## src/hdl/alvl_pkg.sv

```systemverilog
// alvl_pkg: shared types, constants and the threshold table of the audio level block
// used by alvl_ctrl, alvl_dp and audio_level_dbov_core; no dependencies
`default_nettype none

package alvl_pkg;

	localparam int MAX_SAMPLES_DEF = 4096;
	localparam int FULL_SCALE_SQ   = 65025;
	localparam int LEVEL_W         = 7;
	localparam logic [LEVEL_W-1:0] LEVEL_FLOOR = 7'd127;
	localparam logic [LEVEL_W-1:0] LEVEL_LAST  = 7'd126;
	localparam logic [3:0] DB_STEP_LAST = 4'd9;

	// thresholds 10^(j/10) with 32 fraction bits
	localparam int TENTH_W   = 36;
	localparam int FRAC_BITS = 32;
	localparam int T_HALF    = 18;

	localparam int APB_AW = 3;
	localparam int APB_DW = 32;
	localparam logic [1:0] MODE_OFF = 2'd0;

	typedef enum logic [2:0] {
		ST_IDLE,
		ST_TEST,
		ST_MHI,
		ST_CMP,
		ST_DONE
	} state_t;

	typedef struct packed {
		logic acc;       // accumulate a byte that is not the last
		logic clr;       // last byte: clear accumulators
		logic start;     // last byte: latch sum and count for the level search
		logic mul_lo;
		logic mul_hi;
		logic adv;       // move to the next candidate level
		logic fin_hit;
		logic fin_none;
		logic load_out;
	} cmd_t;

	typedef struct packed {
		logic sp_zero;
		logic j_zero;
		logic dec_hit;
		logic frac_hit;
		logic k_end;
	} stat_t;

	function automatic logic [TENTH_W-1:0] tenth_decade(input logic [3:0] j);
		logic [TENTH_W-1:0] t;
		case (j)
			4'd1: t = 36'd5407043471;
			4'd2: t = 36'd6807064429;
			4'd3: t = 36'd8569586389;
			4'd4: t = 36'd10788470074;
			4'd5: t = 36'd13581879131;
			4'd6: t = 36'd17098572778;
			4'd7: t = 36'd21525827776;
			4'd8: t = 36'd27099411597;
			4'd9: t = 36'd34116137904;
			default: t = 36'd4294967296;
		endcase
		return t;
	endfunction

endpackage

`default_nettype wire

```

## src/hdl/alvl_dp.sv

```systemverilog
// alvl_dp: accumulators, level search datapath with shared multiplier, output registers
// depends on alvl_pkg; driven by alvl_ctrl through cmd_t, reports stat_t
`default_nettype none

module alvl_dp #(
	parameter int MAX_SAMPLES = alvl_pkg::MAX_SAMPLES_DEF
) (
	input  wire logic                              clk,
	input  wire logic                              arst_n,
	input  wire alvl_pkg::cmd_t                    cmd,
	input  wire logic [7:0]                        sample,
	output alvl_pkg::stat_t                        stat,
	output logic [alvl_pkg::LEVEL_W-1:0]           level,
	output logic                                   too_long
);
	import alvl_pkg::*;

	localparam int NW = $clog2(MAX_SAMPLES + 1);
	localparam longint unsigned SUM_MAX = 64'(MAX_SAMPLES) * 64'(FULL_SCALE_SQ);
	localparam int SW  = $clog2(SUM_MAX + 1);
	localparam int SPW = SW + 4;
	localparam int PW  = SPW + TENTH_W;

	logic [SW-1:0]  sum_q;
	logic [NW-1:0]  cnt_q;
	logic           ovf_q;
	logic [SW-1:0]  sum_nxt;
	logic [NW-1:0]  cnt_nxt;
	logic           ovf_nxt;
	logic           room;

	logic [SPW-1:0] sp_q;
	logic [SW-1:0]  d_q;
	logic [PW-1:0]  prod_q;
	logic [6:0]     k_q;
	logic [3:0]     j_q;
	logic           tl_q;
	logic [LEVEL_W-1:0] lvl_q;
	logic [LEVEL_W-1:0] level_q;
	logic           too_long_q;

	logic [TENTH_W-1:0]    t;
	logic [T_HALF-1:0]     t_part;
	logic [SPW+T_HALF-1:0] pp;

	assign room    = cnt_q < NW'(MAX_SAMPLES);
	assign sum_nxt = room ? sum_q + SW'({8'd0, sample} * {8'd0, sample}) : sum_q;
	assign cnt_nxt = room ? cnt_q + NW'(1) : cnt_q;
	assign ovf_nxt = ovf_q | ~room;

	assign t      = tenth_decade(j_q);
	assign t_part = cmd.mul_hi ? t[TENTH_W-1:T_HALF] : t[T_HALF-1:0];
	assign pp     = sp_q * t_part;

	always_ff @(posedge clk or negedge arst_n) begin
		if (!arst_n) begin
			sum_q <= '0;
			cnt_q <= '0;
			ovf_q <= 1'b0;
		end else if (cmd.clr) begin
			sum_q <= '0;
			cnt_q <= '0;
			ovf_q <= 1'b0;
		end else if (cmd.acc) begin
			sum_q <= sum_nxt;
			cnt_q <= cnt_nxt;
			ovf_q <= ovf_nxt;
		end
	end

	always_ff @(posedge clk or negedge arst_n) begin
		if (!arst_n) begin
			k_q <= '0;
			j_q <= '0;
		end else if (cmd.start) begin
			k_q <= '0;
			j_q <= '0;
		end else if (cmd.adv) begin
			k_q <= k_q + 7'd1;
			j_q <= (j_q == DB_STEP_LAST) ? 4'd0 : j_q + 4'd1;
		end
	end

	always_ff @(posedge clk) begin
		if (cmd.start) begin
			sp_q <= SPW'(sum_nxt);
			d_q  <= SW'(cnt_nxt * FULL_SCALE_SQ);
			tl_q <= ovf_nxt;
		end else if (cmd.adv && j_q == DB_STEP_LAST) begin
			// next decade: times ten
			sp_q <= (sp_q << 3) + (sp_q << 1);
		end
		if (cmd.mul_lo)
			prod_q <= PW'(pp);
		else if (cmd.mul_hi)
			prod_q <= prod_q + (PW'(pp) << T_HALF);
		if (cmd.fin_hit)
			lvl_q <= k_q;
		else if (cmd.fin_none)
			lvl_q <= LEVEL_FLOOR;
		if (cmd.load_out) begin
			level_q    <= lvl_q;
			too_long_q <= tl_q;
		end
	end

	assign stat.sp_zero  = (sp_q == '0);
	assign stat.j_zero   = (j_q == 4'd0);
	assign stat.dec_hit  = (sp_q >= SPW'(d_q));
	assign stat.frac_hit = (prod_q[PW-1:FRAC_BITS] >= (PW-FRAC_BITS)'(d_q));
	assign stat.k_end    = (k_q == LEVEL_LAST);

	assign level    = level_q;
	assign too_long = too_long_q;

	a_cnt_bound: assert property (@(posedge clk) disable iff (!arst_n)
		cnt_q <= NW'(MAX_SAMPLES))
		else $error("byte count beyond limit");

	a_k_bound: assert property (@(posedge clk) disable iff (!arst_n)
		k_q <= LEVEL_LAST)
		else $error("level search ran past last candidate");

endmodule

`default_nettype wire

```

## src/hdl/alvl_ctrl.sv

```systemverilog
// alvl_ctrl: state machine that sequences byte intake, level search and result handoff
// depends on alvl_pkg; drives alvl_dp through cmd_t
`default_nettype none

module alvl_ctrl (
	input  wire logic            clk,
	input  wire logic            arst_n,
	input  wire logic            in_valid,
	input  wire logic            last,
	input  wire logic            mode_on,
	input  wire logic            out_ready,
	input  wire alvl_pkg::stat_t stat,
	output logic                 in_ready,
	output logic                 out_valid,
	output alvl_pkg::cmd_t       cmd
);
	import alvl_pkg::*;

	state_t state_q, state_nxt;
	logic   out_valid_q;
	logic   in_fire;

	assign in_ready = (state_q == ST_IDLE);
	assign in_fire  = in_valid & in_ready;

	always_ff @(posedge clk or negedge arst_n) begin
		if (!arst_n) begin
			state_q     <= ST_IDLE;
			out_valid_q <= 1'b0;
		end else begin
			state_q <= state_nxt;
			if (cmd.load_out)
				out_valid_q <= 1'b1;
			else if (out_ready)
				out_valid_q <= 1'b0;
		end
	end

	always_comb begin
		state_nxt = state_q;
		cmd       = '0;
		unique case (state_q)
			ST_IDLE: begin
				cmd.acc   = in_fire & ~last;
				cmd.clr   = in_fire & last;
				cmd.start = in_fire & last & mode_on;
				if (cmd.start)
					state_nxt = ST_TEST;
			end
			ST_TEST: begin
				if (stat.sp_zero) begin
					cmd.fin_none = 1'b1;
					state_nxt    = ST_DONE;
				end else if (stat.j_zero) begin
					if (stat.dec_hit) begin
						cmd.fin_hit = 1'b1;
						state_nxt   = ST_DONE;
					end else if (stat.k_end) begin
						cmd.fin_none = 1'b1;
						state_nxt    = ST_DONE;
					end else begin
						cmd.adv = 1'b1;
					end
				end else begin
					cmd.mul_lo = 1'b1;
					state_nxt  = ST_MHI;
				end
			end
			ST_MHI: begin
				cmd.mul_hi = 1'b1;
				state_nxt  = ST_CMP;
			end
			ST_CMP: begin
				if (stat.frac_hit) begin
					cmd.fin_hit = 1'b1;
					state_nxt   = ST_DONE;
				end else if (stat.k_end) begin
					cmd.fin_none = 1'b1;
					state_nxt    = ST_DONE;
				end else begin
					cmd.adv   = 1'b1;
					state_nxt = ST_TEST;
				end
			end
			ST_DONE: begin
				// wait until the output register is free
				if (!out_valid_q || out_ready) begin
					cmd.load_out = 1'b1;
					state_nxt    = ST_IDLE;
				end
			end
			default: state_nxt = ST_IDLE;
		endcase
	end

	assign out_valid = out_valid_q;

	a_load_free: assert property (@(posedge clk) disable iff (!arst_n)
		cmd.load_out |-> (!out_valid_q || out_ready))
		else $error("result overwrote a pending transaction");

	a_start_search: assert property (@(posedge clk) disable iff (!arst_n)
		(in_fire && last && mode_on) |=> (state_q == ST_TEST))
		else $error("level search did not start after last byte");

	a_mode_off_quiet: assert property (@(posedge clk) disable iff (!arst_n)
		(in_fire && last && !mode_on) |=> (state_q == ST_IDLE && !cmd.load_out))
		else $error("result produced with level calculation off");

	a_mul_pair: assert property (@(posedge clk) disable iff (!arst_n)
		cmd.mul_lo |=> cmd.mul_hi)
		else $error("partial product sequence broken");

endmodule

`default_nettype wire

```

## src/hdl/audio_level_dbov_core.sv

```systemverilog
// audio_level_dbov_core: RFC 6464 packet audio level with an APB mode register
// Bytes enter one per cycle while idle; if the mode is not off, a last byte starts a
// search over levels 0..126. A whole-decade candidate is tested in ST_TEST alone, a
// fractional one in ST_TEST, ST_MHI and ST_CMP (shared 32x18 multiplier at the default
// limit, two passes); the result then waits in ST_DONE while a held result blocks; no byte is
// taken meanwhile. Reset clears mode, accumulators, search state and output valid.
`default_nettype none

module audio_level_dbov_core #(
	parameter int MAX_SAMPLES = alvl_pkg::MAX_SAMPLES_DEF
) (
	input  wire logic                          clk,
	input  wire logic                          arst_n,
	input  wire logic                          psel,
	input  wire logic                          penable,
	input  wire logic                          pwrite,
	input  wire logic [alvl_pkg::APB_AW-1:0]   paddr,
	input  wire logic [alvl_pkg::APB_DW-1:0]   pwdata,
	output logic [alvl_pkg::APB_DW-1:0]        prdata,
	output logic                               pready,
	input  wire logic                          in_valid,
	output logic                               in_ready,
	input  wire logic [7:0]                    sample,
	input  wire logic                          last,
	output logic                               out_valid,
	input  wire logic                          out_ready,
	output logic [alvl_pkg::LEVEL_W-1:0]       level,
	output logic                               too_long
);
	import alvl_pkg::*;

	logic [1:0] mode_q;
	logic       sel_mode;
	cmd_t       cmd;
	stat_t      stat;

	// word index is paddr[2]; only index zero exists
	assign sel_mode = ~paddr[2];
	assign pready   = 1'b1;
	assign prdata   = sel_mode ? {{(APB_DW-2){1'b0}}, mode_q} : '0;

	always_ff @(posedge clk or negedge arst_n) begin
		if (!arst_n)
			mode_q <= MODE_OFF;
		else if (psel && penable && pwrite && sel_mode)
			mode_q <= pwdata[1:0];
	end

	alvl_ctrl u_ctrl (
		.clk       (clk),
		.arst_n    (arst_n),
		.in_valid  (in_valid),
		.last      (last),
		.mode_on   (mode_q != MODE_OFF),
		.out_ready (out_ready),
		.stat      (stat),
		.in_ready  (in_ready),
		.out_valid (out_valid),
		.cmd       (cmd)
	);

	alvl_dp #(
		.MAX_SAMPLES (MAX_SAMPLES)
	) u_dp (
		.clk      (clk),
		.arst_n   (arst_n),
		.cmd      (cmd),
		.sample   (sample),
		.stat     (stat),
		.level    (level),
		.too_long (too_long)
	);

endmodule

`default_nettype wire
```

## config.mk

```make
export PLATFORM = sky130hd
export DESIGN_NAME = audio_level_dbov_core
export DESIGN_NICKNAME = d
export VERILOG_FILES = /design/src/hdl/alvl_pkg.sv /design/src/hdl/alvl_dp.sv /design/src/hdl/alvl_ctrl.sv /design/src/hdl/audio_level_dbov_core.sv
export SDC_FILE = /design/constraint.sdc
export NUM_CORES = 2
export LEC_CHECK = 0
export BUFFER_PORTS_ARGS = -buffer_cell sky130_fd_sc_hd__buf_2
export CORE_ASPECT_RATIO = 0.6
export CORE_MARGIN = 2
export CORE_UTILIZATION = 45
export CTS_BUF_LIST = sky130_fd_sc_hd__clkbuf_2
export CTS_CLUSTER_DIAMETER = 120
export DETAILED_ROUTE_END_ITERATION = 7
export SYNTH_ARGS = -nofsm -noshare
export SYNTH_HDL_FRONTEND = slang
export SYNTH_HIERARCHICAL = 1
export SYNTH_SLANG_ARGS = --single-unit
```

## constraint.sdc

```tcl
create_clock -name clk -period 10.8 [get_ports clk]
set_clock_uncertainty 0.15 [all_clocks]
set_input_delay 0 -clock clk [delete_from_list [all_inputs] [get_ports clk]]
set_output_delay 0 -clock clk [all_outputs]
set_load 0.02 [all_outputs]
```

### Word level (Yosys, flattened, before mapping)

Memories as Yosys holds them, arrays and structs flattened.
Cells that the tools add are included.

| storage, ports and cells | value |
|---|---|
| register bits | 203 |
| ROM bits | 560 |
| input port bits | 51 |
| output and inout port bits | 43 |
| logic and storage cells | 115 |
| memories | 1 |

| operators by class | value |
|---|---|
| $add $sub $neg | 6 |
| $mul | 3 |
| $lt $le $gt $ge | 3 |
| equal/unequal tests | 9 |
| mux-type cells | 51 |
| bitwise gates (word level) | 8 |
| reduce and logical (&&, ||, !) cells | 17 |

Memory list:

| memory | words | width | rd ports | clocked after memory_dff | wr ports | RTL line | text |
|---|---|---|---|---|---|---|---|
| (no name shown) | 16 | 35 | 1 | 0 | 0 | alvl_pkg.sv:53 | `case (j)` |

Operator list:

| operator | number |
|---|---|
| $mux W28 | 5 |
| $mux W50 | 2 |
| $add A68 B68 Y68 | 1 |
| $mul A32 B18 Y50 | 1 |
| $mux W13 | 3 |
| $ge A36 B28 Y1 | 1 |
| $add A32 B32 Y32 | 1 |
| $ge A32 B28 Y1 | 1 |
| $logic_not A32 Y1 | 1 |
| $mux W3 | 10 |
| $add A28 B16 Y28 | 1 |
| $mul A13 B16 Y28 const B | 1 |
| $mux W7 | 4 |
| $mux W1 | 19 |
| $mux W18 | 1 |
| $mul A8 B8 Y16 | 1 |
| $pmux W3 S5 | 1 |
| $reduce_bool A2 Y1 | 7 |
| $add A13 B1 Y13 const B | 1 |
| $lt A13 B13 Y1 const B | 1 |
| $mux W4 | 3 |
| $add A7 B1 Y7 const B | 1 |
| $eq A7 B7 Y1 const B | 1 |
| $eq A3 B2 Y1 const B | 2 |
| other kinds (18) | 27 |

### Logic depth before layout (Yosys ltp)

| depth | value |
|---|---|
| depth after elaboration | 9 |
| gate-level depth with buffers | 45 |
| mapped depth without buffers | 42 |

### Modules after synthesis

Netlist, hierarchy kept.

Modules (own cells, without submodules):

| module | times used | cells an instance | area each (µm²) | sequential area each (µm²) |
|---|---|---|---|---|
| alvl_dp | 1 | 4185 | 36328.6 | 4889.7 |
| audio_level_dbov_core | 1 | 41 | 367.9 | 50.0 |
| alvl_ctrl | 1 | 39 | 320.3 | 100.1 |

### Worst setup path after synthesis

No wires, ideal clock.

| timing path | value |
|---|---|
| path kind | register -> register |
| start | register u_dp.j_q[0] |
| end | register u_dp.prod_q[67] |
| setup time | 0.123 ns |
| data arrival time | 9.502 ns |
| required time | 10.527 ns |
| setup slack | 1.025 ns |
| stages on the path, launching flop included | 41 |
| buffers on the path | 4 |
| period minus slack after synthesis | 9.775 ns |
| cells stage by stage | dfrtp_1 -> clkbuf_1 -> inv_1 -> ha_1 -> clkbuf_1 -> nand2_1 -> nor2_1 -> nor2_1 -> a32oi_1 -> clkbuf_1 -> nand2_1 -> fa_1 -> fa_1 -> fa_1 -> fa_1 -> inv_1 -> fa_1 -> inv_1 -> [... 5 more ...] -> or2_1 -> and2_1 -> a21o_1 -> a31o_2 -> a31oi_1 -> xnor2_1 -> ha_1 -> clkbuf_1 -> nand4_1 -> o21ba_1 -> o41ai_1 -> a21boi_2 -> nor3_1 -> a211oi_2 -> a31oi_1 -> or2b_1 -> mux2i_1 -> mux2_1 |

| on the way | value |
|---|---|
| cells in the longest elaborated chain, start to end | 4 |
| elaborated cells on any way between the ends | 8 |
| those cells by class | add/sub (1); mul (1); mux (4); reduce/logical (1); memory (1) |

Ends and longest elaborated chain:

| what | RTL line | text |
|---|---|---|
| start: declaration | alvl_dp.sv:36 | `logic [3:0] j_q;` |
| start signal: assignment | alvl_dp.sv:80 | `j_q <= (j_q == DB_STEP_LAST) ? 4'd0 : j_q + 4'd1;` |
| $mem_v2 Z16 W35 / $logic_not A4 Y1 (equally long branches) | - |  |
| $mux W18 / $mux W1 (equally long branches) | alvl_dp.sv:52, alvl_ctrl.sv:54 |  |
| $mul A32 B18 Y50 / $mux W1 (equally long branches) | alvl_dp.sv:53, alvl_ctrl.sv:51 |  |
| $add A68 B68 Y68 / $mux W1 (equally long branches) | alvl_dp.sv:96, alvl_ctrl.sv:42 |  |
| end signal: assignment | alvl_dp.sv:94 | `prod_q <= PW'(pp);` |
| end signal: assignment | alvl_dp.sv:96 | `prod_q <= prod_q + (PW'(pp) << T_HALF);` |
| end: declaration | alvl_dp.sv:34 | `logic [PW-1:0] prod_q;` |

Several ways; a longest one is shown, not always the timed one.
A chain may end at the register's enable or synchronous reset.

### Final worst setup path

| timing path | value |
|---|---|
| start | register u_dp.j_q[1] |
| end | register u_dp.prod_q[67] |

The elaborated chain is that of the path after synthesis.

==> run_summary.xml <==
<?xml version="1.0" encoding="UTF-8"?>
<metrics>
  <group name="floorplanning">
    <metric name="chipHeight" unit="um">226</metric>
    <metric name="die_w" unit="um">374</metric>
    <metric name="start_util" unit="%">45.4</metric>
    <metric name="io-pin-count" unit="">94</metric>
    <metric name="die_area" unit="um2">84600</metric>
    <metric name="placeableCoreArea" unit="um2">81500</metric>
    <metric name="placement_rows" unit="">81</metric>
  </group>
  <group name="place">
    <metric name="placed_cells_incl_taps" unit="">5378</metric>
    <metric name="dp_worst_setup_slack" unit="ns">0.320</metric>
    <metric name="place.detailed.hpwl" unit="mm">81.0</metric>
    <metric name="gp_routability_congestion" unit="">0.917</metric>
    <metric name="place.port_buffers" unit="">30</metric>
  </group>
  <group name="critical_path">
    <metric name="critical_path_class" unit="">reg -&gt; reg</metric>
    <metric name="timing.critical_path.arrival" unit="ns">11.25</metric>
    <metric name="cpMostUsedCell" unit="">fa_1</metric>
    <metric name="critical_path.endpoint_type" unit="">register</metric>
    <metric name="setup.worst_path.start_class" unit="">register</metric>
    <metric name="cp_max_fo" unit="">24</metric>
    <metric name="critical-path-slowest-cell" unit="">fa_1</metric>
    <metric name="critical_path_required" unit="ns">11.81</metric>
    <metric name="worst_path_largest_cell_delay" unit="ns">0.59</metric>
  </group>
  <group name="status">
    <metric name="run_status" unit="">completed</metric>
  </group>
  <group name="finish">
    <metric name="final_layout_size_suffix_gt1_share" unit="%">8.05</metric>
    <metric name="fin_util" unit="%">49.2</metric>
    <metric name="final_cells" unit="">5461</metric>
    <metric name="areaGrowthSynthToFinish" unit="%">8.29</metric>
    <metric name="layout.nets" unit="">5353</metric>
  </group>
  <group name="cts">
    <metric name="clkSinkCount" unit="">185</metric>
    <metric name="tritoncts" unit="">built</metric>
    <metric name="max-clock-path-buffers" unit="">2</metric>
    <metric name="clock_tree.root_cell" unit="">clkbuf_2</metric>
    <metric name="cts.reportedPaths.clkPinSlew" unit="ns">0.35</metric>
    <metric name="clock_insertion_delay_worst_skew" unit="ns">1.21</metric>
    <metric name="tritoncts_buffer_count" unit="">17</metric>
    <metric name="h-tree-depth" unit="">4</metric>
  </group>
  <group name="synthesis">
    <metric name="number_of_enable_flip_flop_cells_after_synthesis" unit="">104</metric>
    <metric name="synth_seq_cells" unit="">185</metric>
    <metric name="ys_seq_area_share" unit="%">13.6</metric>
    <metric name="synthesis.yosys.warnings" unit="">6</metric>
    <metric name="yosys.cell_types.count" unit="">99</metric>
    <metric name="yosys-top-cells-area" unit="">fa_1 30%, ha_1 13%, edfxtp_1 8.4%</metric>
    <metric name="synthesis.area" unit="um2">37000</metric>
    <metric name="synth_ff_type" unit="">edfxtp_1</metric>
    <metric name="synthesis.area_per_instance" unit="um2">8.68</metric>
    <metric name="syn_inst_count" unit="">4265</metric>
    <metric name="asr_flop_ratio_synth" unit="%">31.9</metric>
    <metric name="yosysTopAreaCellShare" unit="%">30.4</metric>
    <metric name="yosysTopAreaCell" unit="">fa_1</metric>
  </group>
  <group name="routing">
    <metric name="drc" unit="">0</metric>
    <metric name="initialDrtViolationCount" unit="">2332</metric>
    <metric name="route.vias.total" unit="">28800</metric>
    <metric name="detail_route.wl_per_cell" unit="um">17.8</metric>
    <metric name="vias_per_cell" unit="">5.28</metric>
    <metric name="routed_wl" unit="mm">97.4</metric>
    <metric name="drtAntennaViolNets" unit="">0</metric>
    <metric name="firstDrtPassIters" unit="">6</metric>
  </group>
  <group name="sta">
    <metric name="fmax" unit="MHz">97.7</metric>
    <metric name="rsz_0062_raised_after_global_routing" unit="">false</metric>
    <metric name="timing.final.crit_period" unit="ns">10.24</metric>
    <metric name="fin_setup_tns" unit="ns">0</metric>
    <metric name="normalized_max_slew_margin" unit="%">17.7</metric>
    <metric name="worst_slew_pin_slew" unit="ns">1.22</metric>
    <metric name="final-hold-violation-count" unit="">0</metric>
    <metric name="finalMaxSlewViolations" unit="">0</metric>
    <metric name="fin_ws" unit="ns">0.562</metric>
    <metric name="finalCritPeriodShare" unit="%">94.8</metric>
    <metric name="setup_viol_count_final" unit="">0</metric>
  </group>
  <group name="job">
    <metric name="drv_cap" unit="">0</metric>
  </group>
  <group name="global_routing">
    <metric name="grt_first_pass_wirelength" unit="mm">160</metric>
    <metric name="grt_max_degree" unit="">60</metric>
    <metric name="via_count_of_the_first_global_routing_pass" unit="">28600</metric>
    <metric name="grt_overflow" unit="">0</metric>
    <metric name="grt_usage" unit="%">24.2</metric>
    <metric name="antenna_found_initial" unit="">2</metric>
  </group>
  <group name="min_path">
    <metric name="min_path_type" unit="">in -&gt; reg</metric>
  </group>
</metrics>
==> placed cells by master, fill, tap and decap left out, drive strengths merged, types with 93 or more instances in the layout <==
master,count
a21o,105
a21oi,224
and2,197
buf,248
edfxtp,104
fa,562
ha,379
inv,797
nand2,595
nor2,172
o21ai,135
xnor2,98
xor2,93
==> synthesized netlist by cell type (5+ instances only) <==
cell type / n
nor3b_1: 7
xnor2_1: 98
buf_1: 17
o21bai_1: 25
ha_1: 379
clkbuf_1: 180
dfrtp_1: 59
and2_1: 196
o31ai_1: 10
o211ai_1: 12
a21oi_1: 223
o31a_1: 6
a31oi_1: 12
inv_1: 788
nor4_1: 14
o2111ai_1: 5
nand2_1: 595
or3_1: 10
nor2b_1: 30
o21ai_0: 115
xor2_1: 93
a211oi_1: 21
o21ai_1: 19
a41oi_1: 6
dfxtp_1: 22
nor2_1: 172
mux2_2: 9
buf_4: 33
and3_1: 16
a31o_2: 6
or2_2: 10
nand2b_1: 36
nor3_1: 36
nand3_1: 48
a21o_1: 104
nand4_1: 42
fa_1: 562
edfxtp_1: 104
mux2i_1: 21
o21a_1: 21
==> stage by stage <==
step                      hold slack (ns)  instance area [um2]
final                               0.176                40100
after global routing               0.0591                40100
after CTS                          0.0421                40000
after detailed placement           0.0901                39400
after global placement             0.0827                39400
after floorplan                    -0.446                37100
==> critical path, delay by kind of cell (launching register included) <==
| kind | cells | cell delay, ns |
|---|---|---|
| AOI/OAI and AO/OA | 14 | 2.70 |
| xor gates and xnor gates | 1 | 0.10 |
| adders and majority gates | 9 | 3.85 |
| muxes | 2 | 0.49 |
| DFF | 1 | 0.45 |
| buffers and inverters | 9 | 1.24 |
| and+or+nand+nor | 8 | 1.19 |
==> sequential cells by signal, indices dropped and copies added, names as in the netlist, 2 cells and up <==
name	count
u_dp/j_q	4
u_ctrl/state_q	3
u_dp/d_q	28
u_dp/cnt_q	13
u_dp/level	7
u_dp/k_q	7
u_dp/lvl_q	7
u_dp/sum_q	28
u_dp/sp_q	32
mode_q	2
u_dp/prod_q	50
==> per-layer routing <==
| metal | up-vias | wire (um) | global-route usage (%) |
|---|---|---|---|
| met2 | 931 | 37900 | 33.5 |
| met4 | 2 | 1370 | 4.02 |
| met3 | 74 | 8890 | 6.18 |
| li1 | 13600 | - | - |
| met1 | 14200 | 49200 | 37.8 |
| met5 | - | 8 | 0 |
==> repair_timing <==
action                                  in CTS  in global routing
resized for setup                            0                  9
hold endpoints to repair                   181                  0
endpoints found under the setup margin       0                  8
hold buffers                                39                  0
buffers inserted                             0                  4
==> logic make-up after synthesis <==
group / share of synthesized area, %
adder cells (fa/ha/maj): 43.2
buffers and inverters: 10.9
AO/OA/AOI/OAI: 11.1
flip-flops: 13.6
other: 0.0203
XOR/XNOR: 4.52
AND/OR/NAND/NOR: 15.7
multiplexers: 0.953
==> cell type report <==
cell class,count,area (um2)
Antenna cell,8,20.0
Clock buffer,17,85.1
Clock inverter,15,155
Fill cell,7901,41400
Inverter,788,2960
Multi-Input combinational cell,3083,28200
Sequential cell,185,5040
Tap cell,1079,1350
Timing Repair Buffer,286,2270
==> path summary, 6_finish.rpt <==
path | from | slack [ns] | depth (start not counted) | to
min | pwrite | 0.18 | 5 | mode_q[0]
max in group asynchronous | arst_n | 9.85 | 6 | u_dp/j_q[0]
max reg2reg | u_dp/j_q[1] | 0.56 | 43 | u_dp/prod_q[67]
min reg2reg | u_dp/lvl_q[3] | 0.30 | 0 | u_dp/level[3]
min in group asynchronous | arst_n | 0.28 | 6 | u_dp/sum_q[19]
max | u_dp/j_q[1] | 0.56 | 43 | u_dp/prod_q[67]
Power is not shown: default switching activity piles up to over one toggle a cycle in this logic, so the estimate is an artifact.
